File: src/hdl/awms_pkg.sv
// awms_pkg: widths, constants and state type for the above weighted mean selector
// used by awms_thresh and above_weighted_mean_selector_top; no dependencies
package awms_pkg;

    localparam int MAX_ENTRIES  = 64;
    localparam int PROB_W       = 16;
    localparam int IDX_W        = $clog2(MAX_ENTRIES);
    localparam int CNT_W        = $clog2(MAX_ENTRIES + 1);
    localparam int SUM_W        = PROB_W + IDX_W;
    localparam int WEIGHT_W     = 17;
    localparam int OUT_IDX_W    = 6;
    localparam int PROD_W       = SUM_W + CNT_W;
    localparam int CN_W         = 2 * CNT_W;
    localparam int RHS_W        = PROD_W + WEIGHT_W;
    localparam int FRAC_W       = 16;

    localparam logic [WEIGHT_W-1:0] ONE_Q16      = WEIGHT_W'(65536);
    localparam logic [WEIGHT_W-1:0] WEIGHT_RESET = WEIGHT_W'(9830);

    typedef enum logic [2:0] {
        ST_LOAD,
        ST_MEAN,
        ST_THR_GO,
        ST_THR_WAIT,
        ST_SEL,
        ST_FLUSH
    } t_state;

endpackage

File: src/hdl/awms_thresh.sv
// awms_thresh: three stage product and sum for the selection threshold
// depends on awms_pkg
module awms_thresh
    import awms_pkg::*;
(
    input  logic                i_clk,
    input  logic                i_rst_n,
    input  logic                i_go,
    input  logic [WEIGHT_W-1:0] i_weight,
    input  logic [CNT_W-1:0]    i_above_cnt,
    input  logic [SUM_W-1:0]    i_above_sum,
    input  logic [CNT_W-1:0]    i_entry_cnt,
    input  logic [SUM_W-1:0]    i_total_sum,
    output logic                o_done,
    output logic [RHS_W-1:0]    o_rhs,
    output logic [CN_W-1:0]     o_cn
);

    logic                r_v0, r_v1, r_v2;
    logic [PROD_W-1:0]   r_an, r_sc;
    logic [CN_W-1:0]     r_cn;
    logic [RHS_W-1:0]    r_t1, r_t2, r_rhs;
    logic [WEIGHT_W-1:0] w_sat;
    logic [WEIGHT_W-1:0] w_rest;

    // weights above one saturate
    assign w_sat  = (i_weight > ONE_Q16) ? ONE_Q16 : i_weight;
    assign w_rest = ONE_Q16 - w_sat;

    always_ff @(posedge i_clk) begin
        if (!i_rst_n) begin
            r_v0 <= 1'b0;
            r_v1 <= 1'b0;
            r_v2 <= 1'b0;
        end else begin
            r_v0 <= i_go;
            r_v1 <= r_v0;
            r_v2 <= r_v1;
        end
    end

    always_ff @(posedge i_clk) begin
        if (i_go) begin
            r_an <= PROD_W'(i_above_sum * i_entry_cnt);
            r_sc <= PROD_W'(i_total_sum * i_above_cnt);
            r_cn <= CN_W'(i_above_cnt * i_entry_cnt);
        end
        if (r_v0) begin
            r_t1 <= RHS_W'(w_sat * r_an);
            r_t2 <= RHS_W'(w_rest * r_sc);
        end
        if (r_v1) begin
            r_rhs <= RHS_W'(r_t1 + r_t2);
        end
    end

    assign o_done = r_v2;
    assign o_rhs  = r_rhs;
    assign o_cn   = r_cn;

endmodule

File: config.mk
export PLATFORM = sky130hd
export DESIGN_NAME = awms_thresh
export DESIGN_NICKNAME = d
export VERILOG_FILES = /design/src/hdl/awms_pkg.sv /design/src/hdl/awms_thresh.sv
export SDC_FILE = /design/constraint.sdc
export NUM_CORES = 2
export LEC_CHECK = 0
export ABC_AREA = 1
export BUFFER_PORTS_ARGS = -buffer_cell sky130_fd_sc_hd__buf_2
export CAP_MARGIN = 20
export CORE_MARGIN = 1.5
export CORE_UTILIZATION = 48
export CTS_CLUSTER_SIZE = 10
export DETAILED_ROUTE_END_ITERATION = 16
export HOLD_SLACK_MARGIN = 0.12
export PLACE_DENSITY_LB_ADDON = 0.15
export SKIP_CTS_REPAIR_TIMING = 1
export SLEW_MARGIN = 20
export SYNTH_ARGS = -nofsm -noshare
export SYNTH_HDL_FRONTEND = slang
export SYNTH_SLANG_ARGS = --single-unit
File: constraint.sdc
create_clock -name i_clk -period 6.6 [get_ports i_clk]
set_input_delay 0.33 -clock i_clk [delete_from_list [all_inputs] [get_ports i_clk]]
set_output_delay 0.33 -clock i_clk [all_outputs]
set_load 0.005 [all_outputs]
## After elaboration in Yosys (flattened, before gate mapping)

Index checks and enable logic that the tools add are counted.

| word-level totals | value |
|---|---|
| register bits | 213 |
| latch bits | 0 |
| RAM bits | 0 |
| memory bits (read-only) | 0 |
| output and inout port bits | 61 |
| logic and storage cells | 18 |
| memories | 0 |

| cells by class | value |
|---|---|
| add/sub/neg operators | 2 |
| multiply operators | 5 |
| div/mod/pow operators | 0 |
| magnitude comparators | 1 |
| eq/ne operators | 0 |
| shifts and indexed selects | 0 |
| multiplexer cells | 1 |
| bitwise logic cells | 0 |
| reductions and logical operators | 0 |

Operator list:

| kind | count |
|---|---|
| $mul 17x29->46 | 2 |
| $mul 22x7->29 | 2 |
| $add 46x46->46 | 1 |
| $gt 17x17->1 const B | 1 |
| $mux 17 | 1 |
| $sub 17x17->17 const A | 1 |
| $mul 7x7->14 | 1 |

## Logic depth before layout (Yosys ltp)

| depth | value |
|---|---|
| depth after elaboration | 4 |
| gate-level depth with buffers | 40 |
| gate-level depth less buffers | 37 |

## Least setup slack after synthesis

No wires, ideal clock.

| path | value |
|---|---|
| path kind | input -> register |
| start | input i_weight[0] |
| end | register r_t2[40] (data pin) |
| setup time | 0.252 ns |
| arrival time | 6.510 ns |
| path slack | -0.162 ns |
| stages on the path | 33 |
| cell sequence | nor2_1 -> nand2_1 -> nor2_1 -> nand2_1 -> nand2_2 -> buf_6 -> buf_6 -> nand2_1 -> ha_1 -> or2_0 -> nand2_1 -> buf_2 -> nor2_1 -> fa_1 -> inv_1 -> fa_1 -> inv_1 -> fa_1 -> inv_1 -> fa_1 -> fa_1 -> fa_1 -> inv_1 -> ha_1 -> nand2_1 -> a21oi_1 -> or2_2 -> a21oi_1 -> nor2_1 -> nor3_1 -> nand2_1 -> nand2_1 -> nand2_1 |

| between the ends | value |
|---|---|
| word-level cells in the longest chain between the ends | 4 |

Ends and longest elaborated chain:

| what | line | text |
|---|---|---|
| start: declaration | awms_thresh.sv:9 | `input logic [WEIGHT_W-1:0] i_weight,` |
| $gt 17x17->1 | awms_thresh.sv:27 | `assign w_sat = (i_weight > ONE_Q16) ? ONE_Q16 : i_weight;` |
| $mux 17 (*) | awms_thresh.sv:27 |  |
| $sub 17x17->17 (*) | awms_thresh.sv:28 | `assign w_rest = ONE_Q16 - w_sat;` |
| $mul 17x29->46 (*) | awms_thresh.sv:50 | `r_t2 <= RHS_W'(w_rest * r_sc);` |
| end signal: assignment | awms_thresh.sv:50 |  |
| end: declaration | awms_thresh.sv:22 | `logic [RHS_W-1:0] r_t1, r_t2, r_rhs;` |

Mark *: on every way between the ends. The rest lies on a longest branch, timed or not.
A chain may end at the register's enable or synchronous reset.

## Final worst setup path

| path | value |
|---|---|
| start | input i_weight[1] |
| end | register r_t2[40] (data pin) |

The elaborated chain is that of the path after synthesis.

==> impl_metrics.env <==
export IMPL_grt_usage=0.293
export IMPL_cts_tree="yes"
export IMPL_maxCapViolations=0
export IMPL_ant_nets=0
export IMPL_cpPeakStageDelay_ns=0.57
export IMPL_initial_core_util=0.486
export IMPL_pin_count=139
export IMPL_dieArea_mm2=0.113
export IMPL_crit_fanout=14
export IMPL_dp_hpwl_um=138000
export IMPL_rows=121
export IMPL_antenna_found_initial=2
export IMPL_coreArea_mm2=0.109
export IMPL_synth_main_ff_cell="edfxtp_1"
export IMPL_path_common_cell="fa_1"
export IMPL_dr_pass1_iters=6
export IMPL_dp_cells=8599
export IMPL_synthesis_nets=8183
export IMPL_max_slew_margin=0.294
export IMPL_stdcell_count=8686
export IMPL_synthTopCellsByCount="nand2_1, inv_1, fa_1"
export IMPL_hold_violations=0
export IMPL_yosysSeqAreaShare=0.120
export IMPL_numClockSinks=213
export IMPL_status="finished, final reports clean"
export IMPL_syn_avg_cell_area_um2=7.99
export IMPL_grt_remaining_overflow=0
export IMPL_slew_violations=0
export IMPL_end_kind="register"
export IMPL_final_period_utilization=0.989
export IMPL_viasPerCell=5.16
export IMPL_synthMostInstantiatedCell="nand2_1"
export IMPL_worst_slew_pin_slew_ns=1.06
export IMPL_grt_max_degree=74
export IMPL_diodes=0
export IMPL_period_needed_ns=6.53
export IMPL_die_width_um=336
export IMPL_synth_edff_count=210
export IMPL_layout_drive_gt1_share=0.145
export IMPL_finalNetCount=8714
export IMPL_routedWlPerCell_um=18.9
export IMPL_drc=0
export IMPL_setup_viol=0
export IMPL_clk_latency_ns=0.61
export IMPL_gp_congestion=1.02
export IMPL_cp_slowest_cell="fa_1"
export IMPL_grt_pass1_vias=45500
export IMPL_clk_pin_slew_worst_paths_ns=0.06
export IMPL_die_y_um=336
export IMPL_cp_start_kind="input pin"
export IMPL_fmax_mhz=153
export IMPL_syn_area_mm2=0.0532
export IMPL_area_growth_pct=16.4
export IMPL_wl_um=164000
export IMPL_synth_top_area_frac=0.388
export IMPL_dr_first_iter_drc_count=3159
export IMPL_grt_pass1_wl_um=255000
export IMPL_cts_path_max_buffers=3
export IMPL_synthDistinctLibCells=45
export IMPL_async_flop_share=0
export IMPL_skew_ns=0.0488
export IMPL_num_vias=44800
export IMPL_cp_arrival_ns=6.86
export IMPL_htree_levels=1
export IMPL_numCtsBuffers=27
export IMPL_numPortBuffers=138
export IMPL_cts_root_buffer="clkbuf_16"
export IMPL_yosys_top_cells_area="fa_1, nand2_1, edfxtp_1"
export IMPL_required_ns=6.93
export IMPL_synth_seq_cells=213
export IMPL_critPathKind="in -> reg"
export IMPL_holdCritPathClass="in -> reg"
export IMPL_synth_cells=6662
export IMPL_synth_largest_area_cell="fa_1"
export IMPL_yosys_warnings=0
export IMPL_final_fill_count=10300
==> worst max-delay path, delay by kind of cell <==
family,cells,cell delay (ns)
compound gates,3,0.54
fa+ha+maj,7,3.36
buf+inv,12,1.38
simple gates,13,1.23
==> path summary, 6_finish.rpt <==
path	startpoint	end	slack, ns	cells after the start
max reg2reg	r_sc[18]	r_t2[40]	0.38	21
max	i_weight[1]	r_t2[40]	0.07	35
min reg2reg	r_t2[0]	o_rhs[0]	0.55	1
min	i_above_sum[0]	r_an[0]	0.14	3
==> cells by family after synthesis <==
family / share of synthesized area
xor gates and xnor gates: 0.0230
adders and majority gates: 0.485
and+or+nand+nor: 0.195
DFF: 0.120
buffers and inverters: 0.132
AOI/OAI and AO/OA: 0.0459
==> sequential cells by signal (all words and copies together) (netlist names) <==
signal / cells
r_v0: 1
r_v1: 1
r_t2: 46
r_t1: 46
r_sc: 29
r_an: 29
o_cn: 14
o_done: 1
o_rhs: 46
==> through the flow <==
stage / setup slack [ns] / TNS (ns) / util / hold slack [ns] / area (µm²)
after floorplan: 0.00414 / 0 / - / 0.423 / 53200
after global placement: -0.845 / -35.51 / 0.542 / 0.530 / 59300
after detailed placement: -0.837 / -38.29 / 0.542 / 0.527 / 59300
after CTS: -0.221 / -2.60 / 0.549 / -0.00608 / 60100
after global routing: -0.0994 / -0.777 / 0.566 / 0.138 / 61900
final: 0.0727 / 0 / 0.566 / 0.137 / 61900
==> placed cells by master (no fill, tap or decap), drive strengths merged <==
cell         count
or2              4
nor2           518
a21oi          231
a211oi           3
edfxtp         210
o21bai          13
nand4           30
and2             6
buf            707
and3             1
o311ai           1
clkbuf          43
nor4             5
nor3            43
nand3          272
dlygate4sd3      2
o21ai          132
a31oi           20
dfxtp            3
a21o            16
clkinvlp         3
o31ai            6
nand2         1717
o211ai           4
inv           1607
a21boi           7
clkinv           7
nand3b           4
o21a            12
fa            1031
ha             412
xnor2           41
xor2            99
==> metal layers <==
layer	up-vias	share of wire	GRT usage	routed length, µm
met4	4	0.023	0.0551	3750
met5	-	0.00050	0	82
li1	20900	-	-	-
met1	22100	0.45	0.424	73400
met2	1628	0.45	0.460	73400
met3	232	0.084	0.0574	13800
==> area by class of cell <==
type / instances / area, µm² / area share
Multi-Input combinational cell: 4628 / 41100 / 0.664
Sequential cell: 213 / 6370 / 0.103
Inverter: 1610 / 6060 / 0.0979
Timing Repair Buffer: 713 / 5760 / 0.0931
Tap cell: 1476 / 1850 / 0.0298
Clock buffer: 39 / 741 / 0.0120
Clock inverter: 7 / 52.6 / 0.000849
Power is left out: the tool's default activity adds up to more than one toggle a clock period on the data nets, which glitch-free logic cannot reach.
